===== src/sv/wts_pkg.sv =====
// ----------------------------------------------------------------------------
// wts_pkg: shared types and constants for the weighted trend slope block
// Holds field widths, register indexes and the sequencer state type.
// ----------------------------------------------------------------------------
package wts_pkg;

    localparam int MAX_HISTORY_DEF = 6;
    localparam int VAL_W  = 32;
    localparam int TIME_W = 32;
    localparam int SCL_W  = 17;
    localparam int WGT_W  = 16;
    localparam int RATE_W = 48;
    localparam int CFG_W  = 16;
    localparam int IDX_W  = 3;

    // Wide accumulator: num/den up to ~2^(32+32+33+15 + 4) and scaled by 3600*2^17.
    localparam int ACC_W  = 160;
    localparam int QUO_W  = 160;

    localparam logic [IDX_W-1:0] REG_CLAMP  = 3'd0;
    localparam logic [IDX_W-1:0] REG_COUNT  = 3'd1;
    localparam logic [IDX_W-1:0] REG_W0     = 3'd2;

    localparam logic [11:0] HOUR_SECONDS = 12'd3600;

    typedef enum logic [3:0] {
        ST_LOAD,
        ST_PAIR,
        ST_M1,
        ST_M2,
        ST_M3,
        ST_ACC,
        ST_PREP,
        ST_SC1,
        ST_SC2,
        ST_DSTART,
        ST_DIV,
        ST_OUT
    } state_t;

endpackage


===== src/sv/wts_divider.sv =====
// ----------------------------------------------------------------------------
// wts_divider: restoring divider, one quotient bit per cycle
// Divides an unsigned dividend by an unsigned nonzero divisor.
// ----------------------------------------------------------------------------
module wts_divider
(
    input  logic                      clk,
    input  logic                      rst_n,
    input  logic                      start,
    input  logic [wts_pkg::ACC_W-1:0] dividend,
    input  logic [wts_pkg::ACC_W-1:0] divisor,
    output logic                      done,
    output logic [wts_pkg::QUO_W-1:0] quotient
);
    import wts_pkg::*;

    localparam int CNT_W = $clog2(QUO_W + 1);

    logic [ACC_W-1:0] rem_reg, rem_next;
    logic [QUO_W-1:0] quo_reg, quo_next;
    logic [ACC_W-1:0] dvs_reg, dvs_next;
    logic [CNT_W-1:0] cnt_reg, cnt_next;
    logic             busy_reg, busy_next;
    logic             done_reg, done_next;
    logic [ACC_W:0]   shifted;
    logic [ACC_W:0]   diff;

    // Shift in one dividend bit and try a subtract
    always_comb
    begin
        shifted   = {rem_reg, quo_reg[QUO_W-1]};
        diff      = shifted - {1'b0, dvs_reg};
        rem_next  = rem_reg;
        quo_next  = quo_reg;
        dvs_next  = dvs_reg;
        cnt_next  = cnt_reg;
        busy_next = busy_reg;
        done_next = 1'b0;
        if (start)
        begin
            rem_next  = '0;
            quo_next  = dividend;
            dvs_next  = divisor;
            cnt_next  = CNT_W'(QUO_W);
            busy_next = 1'b1;
        end
        else if (busy_reg)
        begin
            if (!diff[ACC_W])
            begin
                rem_next = diff[ACC_W-1:0];
                quo_next = {quo_reg[QUO_W-2:0], 1'b1};
            end
            else
            begin
                rem_next = shifted[ACC_W-1:0];
                quo_next = {quo_reg[QUO_W-2:0], 1'b0};
            end
            cnt_next = cnt_reg - 1'b1;
            if (cnt_reg == CNT_W'(1))
            begin
                busy_next = 1'b0;
                done_next = 1'b1;
            end
        end
    end

    // Hold control state
    always_ff @(posedge clk or negedge rst_n)
    begin
        if (!rst_n)
        begin
            busy_reg <= 1'b0;
            done_reg <= 1'b0;
            cnt_reg  <= '0;
        end
        else
        begin
            busy_reg <= busy_next;
            done_reg <= done_next;
            cnt_reg  <= cnt_next;
        end
    end

    // Hold datapath
    always_ff @(posedge clk)
    begin
        rem_reg <= rem_next;
        quo_reg <= quo_next;
        dvs_reg <= dvs_next;
    end

    assign done     = done_reg;
    assign quotient = quo_reg;

    // Count never exceeds the quotient width
    a_cnt_range: assert property (@(posedge clk) disable iff (!rst_n)
        cnt_reg <= CNT_W'(QUO_W)) else $error("divider count out of range");
    // Done only ends a busy run
    a_done_busy: assert property (@(posedge clk) disable iff (!rst_n)
        done_reg |-> !busy_reg) else $error("divider done while busy");
    // Busy drops only with done
    a_busy_done: assert property (@(posedge clk) disable iff (!rst_n)
        $fell(busy_reg) |-> done_reg) else $error("divider stopped without done");

endmodule


===== config.mk =====
export PLATFORM = sky130hd
export DESIGN_NAME = wts_divider
export DESIGN_NICKNAME = d
export VERILOG_FILES = /design/src/sv/wts_pkg.sv /design/src/sv/wts_divider.sv
export SDC_FILE = /design/constraint.sdc
export NUM_CORES = 1
export LEC_CHECK = 0
export ABC_AREA = 1
export ABC_CLOCK_PERIOD_IN_PS = 6100
export BUFFER_PORTS_ARGS = -buffer_cell sky130_fd_sc_hd__buf_2
export CORE_UTILIZATION = 40
export CTS_BUF_LIST = sky130_fd_sc_hd__clkbuf_8
export DETAILED_ROUTE_END_ITERATION = 8
export GPL_TIMING_DRIVEN = 0
export PLACE_DENSITY_LB_ADDON = 0.05
export SLEW_MARGIN = 20
export SYNTH_ARGS = -nofsm -noshare
export SYNTH_HDL_FRONTEND = slang
export SYNTH_SLANG_ARGS = --single-unit
export TNS_END_PERCENT = 30

===== constraint.sdc =====
create_clock -name clk -period 6.1 [get_ports clk]
set_clock_uncertainty 0.2 [all_clocks]
set_input_delay 0.61 -clock clk [delete_from_list [all_inputs] [get_ports clk]]
set_output_delay 0.61 -clock clk [all_outputs]
set_load 0.02 [all_outputs]

* Word level (Yosys, flattened, before mapping) *
Index checks and enable logic that the tools add are counted.

storage, ports and cells
  flip-flop bits (word level) = 490
  word-level logic and storage cells = 22

cells by class
  $add $sub $neg = 2
  eq/ne operators = 1
  multiplexer cells = 12
  reduce and logical (&&, ||, !) cells = 1

operator list
  kind                 count
  $mux 160             3
  $sub 161x160->161    1
  $mux 8               2
  $eq 8x1->1 const B   1
  $sub 8x1->8 const B  1
  $mux 1               7
  $reduce_bool 2->1    1

* Depth between registers and ports, before layout *
Gate-level depths: netlist of run 1.

  word-level depth = 4
  mapped depth = 23
  depth with buffers taken out = 22

* Worst setup path before layout of run 1 *
OpenSTA, ideal clock, no wires.

  path type = input to register
  from = input port start
  to = register quo_reg[0] (netlist: quotient[0]) (enable)
  setup time = 0.513 ns
  data arrival time = 4.235 ns
  required time = 5.387 ns
  slack = 1.152 ns
  stages on the path = 4
  path buffers = 2
  cell sequence = clkbuf_1 -> nor2_1 -> clkbuf_1 -> inv_1

between the ends
  longest elaborated chain between the ends = 1

RTL lines
  element                             RTL line           source
  start, declared                     wts_divider.sv:9   input logic start,
  $reduce_bool 2->1 (no source line)  -
  end signal, assigned                wts_divider.sv:89  quo_reg <= quo_next;
  end, declared                       wts_divider.sv:20  logic [QUO_W-1:0] quo_reg, quo_next;

No other way between the ends.
A chain may end at the register's enable or synchronous reset.

* Worst setup path after layout of run 1 *
  from = register dvs_reg[93]
  to = register rem_reg[116]

between the ends
  longest elaborated chain between the ends = 2

RTL lines
  element                 RTL line           source
  start, declared         wts_divider.sv:21  logic [ACC_W-1:0] dvs_reg, dvs_next;
  start signal, assigned  wts_divider.sv:90  dvs_reg <= dvs_next;
  $sub 161x160->161       wts_divider.sv:32  diff = shifted - {1'b0, dvs_reg};
  $mux 160                wts_divider.sv:49  if (!diff[ACC_W])
  end signal, assigned    wts_divider.sv:88  rem_reg <= rem_next;
  end, declared           wts_divider.sv:19  logic [ACC_W-1:0] rem_reg, rem_next;

No other way between the ends.

==> results of run 1 <==
## layout make-up
cell class / instances / area, sq um
diodes: 1 / 2.50
inverters: 1256 / 4720
flip-flops and latches: 490 / 13100
plain buffers: 108 / 603
clock inverters: 66 / 434
well taps: 1243 / 1560
fillers: 9935 / 45600
multi-input cells: 4178 / 18700
clock buffers: 101 / 1390
repair buffers: 809 / 5740
## cells by family after synthesis
kind of cell    count (synthesis)  share of synthesized area, %
simple gates                 3558                          37.5
buf+inv                      1364                          14.3
fa+ha+maj                     163                          5.52
compound gates                362                          5.15
xor+xnor                       95                          2.24
flops                         490                          35.2
## report_power, final
group	leakage, nW	switching, mW	internal, mW
Combinational	19.5	0.777	0.498
Sequential	4.73	0.0937	3.76
Clock	1.10	1.57	1.68
## worst max-delay path by stage
stage,cells past startpoint,endpoint
after global placement,6,cnt_reg[0]$_DFFE_PN0P_
after CTS,23,rem_reg[116]$_SDFFE_PP0P_
after global routing,23,rem_reg[116]$_SDFFE_PP0P_
final,18,rem_reg[116]$_SDFFE_PP0P_
after floorplan,4,quotient[0]$_DFFE_PP_
after detailed placement,7,quotient[129]$_DFFE_PP_
## layout by cell type (no fill, tap or decap), drive strengths merged, types with 10 or more instances in the layout
master / count
nand2: 2709
inv: 1308
buf: 534
nor2: 472
nand3: 324
dlygate4sd3: 322
edfxtp: 320
a21oi: 209
ha: 162
clkbuf: 162
dfxtp: 160
o21ai: 113
xnor2: 86
nor3: 30
o21bai: 21
o21a: 17
nand4: 13
dfrtp: 10
## worst max-delay path, cell delays in order, from the launching register on
cell      delay (ps)
edfxtp_1         350
inv_1             80
ha_1             270
a21oi_1          340
o21ai_1          200
inv_1             80
nand2_1          140
inv_2             70
nand2_1          140
a21oi_1          300
nand3_2          280
nand2_2          200
nand3_2          150
nand2_2          270
buf_6            320
buf_6            240
nand2_1          120
nand3_1           90
nand2_1           60
## routing by layer
metal  wire [um]  share of wire (%)  vias up  global-route usage [%]
met5           0                  0        -                       0
met4        8260                5.2        0                    16.1
met3        9780                6.1      272                    5.14
met2       71900                 45     1212                    55.2
met1       70200                 44    18115                    43.2
li1            -                  -    19946                       -
## per-stage QoR
step | hold WS, ps | TNS, ps | utilization [%] | power, mW | cell area, sq um
6_report | 79.0 | 0 | 50.3 | 8.37 | 46200
3_5_place_dp | 264 | 0 | 44.8 | 5.02 | 41200
4_1_cts | 0.176 | 0 | 50.3 | 8.47 | 46200
2_1_floorplan | 114 | 0 | - | 4.55 | 37100
3_3_place_gp | 260 | -714980 | 44.7 | 5.01 | 41100
5_1_grt | 54.7 | 0 | 50.3 | 8.72 | 46200
## repair_timing
action	in CTS	in global routing
hold buffers	322	0
gates resized for setup	0	0
endpoints found under the hold margin	330	0
## Yosys cell counts (2+ instances only)
cell type     n  area, sq um
edfxtp_1    320         9610
inv_1      1249         4690
ha_1        162         2030
dfxtp_1     160         3200
clkbuf_1     61          229
nor3_1       30          150
o21a_1       17          128
buf_6        20          225
inv_2         6         22.5
dfrtp_1      10          250
xnor2_1      86          753
o21ai_1       3         15.0
o21ai_0     110          551
nor2_2       10         62.6
nand3_1     322         1610
xor2_1        9         78.8
nand4_1      13         81.3
o21bai_1     21          158
and2_1        4         25.0
buf_2        14         70.1
nand3_2       2         20.0
buf_4         3         22.5
nand2_1    2701        10100
buf_1         9         33.8
nor4_1        2         12.5
nand2_2       7         43.8
nor2_1      462         1730
nand2b_1      2         12.5
a21oi_1     209         1050
==> impl_metrics.tcl, run 1 <==
set metrics [dict create \
    synth_seq_area_share_pct 35.2 \
    post_cts_buffers 0 \
    ctsHtreeMaxLevel 3 \
    critPathKind "reg2reg" \
    nets 7418 \
    detail_route.first_pass.iterations 8 \
    violations "DRC" \
    powerDensity_nw_per_um2 181 \
    ys_ff_latch 490 \
    syn_inst 6032 \
    syn_area_sq_um 37100 \
    dp.cells 7762 \
    worstPathRequired_ps 6570 \
    die_area_sq_um 93900 \
    die_h_um 306 \
    grt_max_degree 104 \
    cts_sinks 490 \
    regToRegEndpoint "rem_reg[116]$_SDFFE_PP0P_" \
    ant_nets 0 \
    core_region_area_sq_um 91800 \
    synth-edff-count 320 \
    initial_core_util_pct 40.4 \
    viasPerCell 4.79 \
    p_leak_nw 25.3 \
    async_flop_share_pct 2.04 \
    drive_gt1_share_pct 9.65 \
    ys_warn_count 0 \
    r2r_start "dvs_reg[93]$_DFFE_PP_" \
    min_period_over_period_pct 65.9 \
    dp_slack_ps 2030 \
    yosysUniqueCellTypes 37 \
    place.detailed.hpwl_mm 134 \
    first_global_vias 38580 \
    drt_iter0_drc 3288 \
    clk_latency_ps 810 \
    rsz0062_at_grt "no" \
    startpoint_type "register" \
    grt_util_all_layers_pct 33.6 \
    rrSetupSlack_ps 2080 \
    r2r_cells 18 \
    synth_nets 6518 \
    slew_violations 0 \
    num_vias 39545 \
    gr-total-overflow 0 \
    cts.path.max_buffers 3 \
    num_rows 111 \
    crit_start "dvs_reg[93]$_DFFE_PP_" \
    hp-class "in2async" \
    final_cells 8252 \
    syn_avg_cell_area_sq_um 6.15 \
    gp_congestion 1.09 \
    routedWlPerCell_um 19.4 \
    status "finished with violations" \
    totalWireLength_mm 160 \
    grt_pass1_wl_mm 234 \
    arrival_ps 4490 \
    hold_viol_final 0 \
    yosys_most_used_dff "edfxtp_1" \
    fmax_mhz 249 \
    ir_drop_uv 174 \
    cp-end-kind "register" \
    numCtsBuffers 89 \
    place.port_buffers 483 \
    root_buffer "clkbuf_8" \
    remaining_drc_errors 1 \
    area_growth_pct 24.6 \
    setup_viol 0 \
    relSlewSlack_pct 33.0 \
    worst_pin_slew_ps 1010 \
    antenna_found_initial 3 \
    cts_tree "done" \
    fin_crit_ps 4020 \
    clkSlewWorstSetupHoldPaths_ps 60 \
    cap_violations 0 \
    ios 484 \
    path_max_fanout 10 \
    dieWidth_um 306 \
    worst_slack_ps 2080 \
]
(Power assumes the default switching activity.)
==> run 2: changes to the inputs <==
--- a/config.mk
+++ b/config.mk
@@ -6,7 +6,7 @@
 export NUM_CORES = 1
 export LEC_CHECK = 0
 export ABC_AREA = 1
-export ABC_CLOCK_PERIOD_IN_PS = 6100
+export ABC_CLOCK_PERIOD_IN_PS = 3600
 export BUFFER_PORTS_ARGS = -buffer_cell sky130_fd_sc_hd__buf_2
 export CORE_UTILIZATION = 40
 export CTS_BUF_LIST = sky130_fd_sc_hd__clkbuf_8
==> constraint.sdc (replaced) <==
create_clock -name clk -period 3.6 [get_ports clk]
set_clock_uncertainty 0.2 [all_clocks]
set_input_delay 0.36 -clock clk [delete_from_list [all_inputs] [get_ports clk]]
set_output_delay 0.36 -clock clk [all_outputs]
set_load 0.02 [all_outputs]
==> impl_metrics.tcl, run 2 (synthesis results as in run 1) <==
set metrics [dict create \
    rrSetupSlack_ps 60 \
    slew_violations 0 \
    grt_max_degree 90 \
    num_rows 111 \
    die_area_sq_um 93900 \
    antenna_found_initial 3 \
    first_global_vias 38267 \
    slowest_delay_ps 560 \
    wl_met1_mm 68.8 \
    dr_wl_met3_mm 10.6 \
    clk_latency_ps 780 \
    area_growth_pct 26.7 \
    initial_core_util_pct 40.4 \
    final_cell_mix "nand2_1 (2687), inv_1 (1274), buf_2 (494), nor2_1 (438), dlygate4sd3_1 (323)" \
    regToRegEndpoint "rem_reg[155]$_SDFFE_PP0P_" \
    drt_iter0_drc 3322 \
    arrival_ps 3980 \
    total_power_mw 14.3 \
    routedWlPerCell_um 19.4 \
    dieWidth_um 306 \
    place.port_buffers 483 \
    fin_util_pct 51.2 \
    p_leak_nw 25.6 \
    wl_met2_mm 72.3 \
    slowest_stage "a21oi_1" \
    cap_violations 0 \
    totalWireLength_mm 160 \
    multi_input_area_sq_um 19100 \
    detail_route.first_pass.iterations 6 \
    hold_depth 2 \
    worstPathCellList "inv_1 -> ha_1 -> a21oi_1 -> nand2_1 -> inv_1 -> nand2_1 -> nand2_1 -> nand3_1 -> a21oi_1 -> nand3_2 -> nand2_1 -> nand2_1 -> nand2_1 -> nand2_1 -> nor2_1 -> o21ai_0" \
    cts_sinks 490 \
    critPathKind "reg2reg" \
    dp.cells 7765 \
    top_layer "met5" \
    r2r_start "dvs_reg[82]$_DFFE_PP_" \
    grt_pass1_wl_mm 234 \
    final_cells 8270 \
    root_buffer "clkbuf_8" \
    startpoint_type "register" \
    placed_area_sq_um 41300 \
    min_period_over_period_pct 98.3 \
    worstPathRequired_ps 4040 \
    ant_nets 0 \
    viasPerCell 4.77 \
    gp_congestion 1.07 \
    cts_tree "done" \
    min_to "dvs_reg[108]$_DFFE_PP_" \
    drive_gt1_share_pct 11.1 \
    path_max_fanout 4 \
    hold_start "divisor[108]" \
    ir_drop_uv 331 \
    numCtsBuffers 89 \
    hold_viol_final 0 \
    worst_pin_slew_ps 901 \
    fillers 9840 \
    seq_area_sq_um 13100 \
    grt_util_all_layers_pct 33.6 \
    num_vias 39484 \
    clkSlewWorstSetupHoldPaths_ps 60 \
    ios 484 \
    hp-class "in2reg" \
    fin_crit_ps 3540 \
    fin_tns_setup_ps 0 \
    r2r_cells 16 \
    powerDensity_nw_per_um2 304 \
    core_region_area_sq_um 91800 \
    remaining_drc_errors 0 \
    ctsHtreeMaxLevel 3 \
    final_area_sq_um 47000 \
    gr-total-overflow 0 \
    cp-end-kind "register" \
    setup_viol 0 \
    fmax_mhz 283 \
    status "finished, final reports clean" \
    cts.path.max_buffers 3 \
    layout_commonest_cell "nand2_1" \
    cp_common_cell "nand2_1" \
    nets 7435 \
    relSlewSlack_pct 39.3 \
    rsz0062_at_grt "yes" \
    die_h_um 306 \
    place.detailed.hpwl_mm 132 \
]
-- run 2: cell count changes in the layout (fill, tap and decap cells not counted), moves of 6 or more --
| cell | before | now |
|---|---|---|
| nand2_1 | 2701 | 2687 |
| nand3_2 | 2 | 21 |
| nor3_1 | 30 | 24 |
| a21oi_1 | 209 | 197 |
| buf_4 | 3 | 11 |
| nor3_2 | 0 | 6 |
| nor2_2 | 12 | 31 |
| nand3_1 | 322 | 300 |
| a21oi_2 | 0 | 10 |
| inv_1 | 1294 | 1274 |
| nor2_1 | 460 | 438 |
| buf_12 | 1 | 10 |
| clkinv_1 | 3 | 18 |
| nand2_2 | 7 | 14 |
-- run 2: repair_timing --
action	4_1_cts	5_1_grt
hold buffers	324	0
endpoints found under the hold margin	401	0
gates cloned	2	0
setup endpoints to repair	161	180
buffers inserted	8	2
resized for setup	33	89
pin swaps	4	2
-- run 2: report_power, final --
| part | switching (mW) | leakage [nW] | internal (mW) |
|---|---|---|---|
| logic | 1.32 | 19.8 | 0.852 |
| clock network | 2.62 | 1.05 | 2.97 |
| registers | 0.162 | 4.73 | 6.37 |
| total | 4.11 | 25.6 | 10.2 |
-- run 2: worst max-delay path by stage --
stage,from,to,slack (ps),depth (start not counted)
CTS,quotient[159]$_DFFE_PP_,rem_reg[134]$_SDFFE_PP0P_,-20,19
finish,dvs_reg[82]$_DFFE_PP_,rem_reg[155]$_SDFFE_PP0P_,60,16
floorplan,start,quotient[0]$_DFFE_PP_,-220,4
global route,dvs_reg[101]$_DFFE_PP_,rem_reg[58]$_SDFFE_PP0P_,-40,19
global placement,start,quotient[136]$_DFFE_PP_,-4140,5
detailed placement,start,quotient[136]$_DFFE_PP_,-510,10
-- run 2: critical path, delay by kind of cell, from the launching register on --
kind                     cells  cell delay [ps]
AO/OA/AOI/OAI                3              980
adder cells (fa/ha/maj)      1              270
buffers and inverters        2              140
flip-flops                   1              360
AND/OR/NAND/NOR             10             1490
-- run 2: metrics by stage --
stage | setup WS, ps | hold slack, ps
2_1_floorplan | -216 | -136
3_3_place_gp | -4140 | 39.0
3_5_place_dp | -513 | 37.0
4_1_cts | -24.3 | 27.6
5_1_grt | -40.2 | 65.6
6_report | 61.2 | 89.7
-- run 2: routing by layer --
metal	vias to the layer above	track usage [%]
li1	19964	-
met1	17826	43.2
met2	1413	55.2
met3	279	4.78
met4	2	16.7
met5	-	0
-- run 2: cell type report --
type	count	share of cell area [%]
diodes	2	0.0107
plain buffers	108	1.46
clock buffers	101	2.96
clock inverters	66	0.980
inverters	1256	10.0
multi-input cells	4178	40.7
flip-flops and latches	490	27.8
well taps	1243	3.31
repair buffers	826	12.8
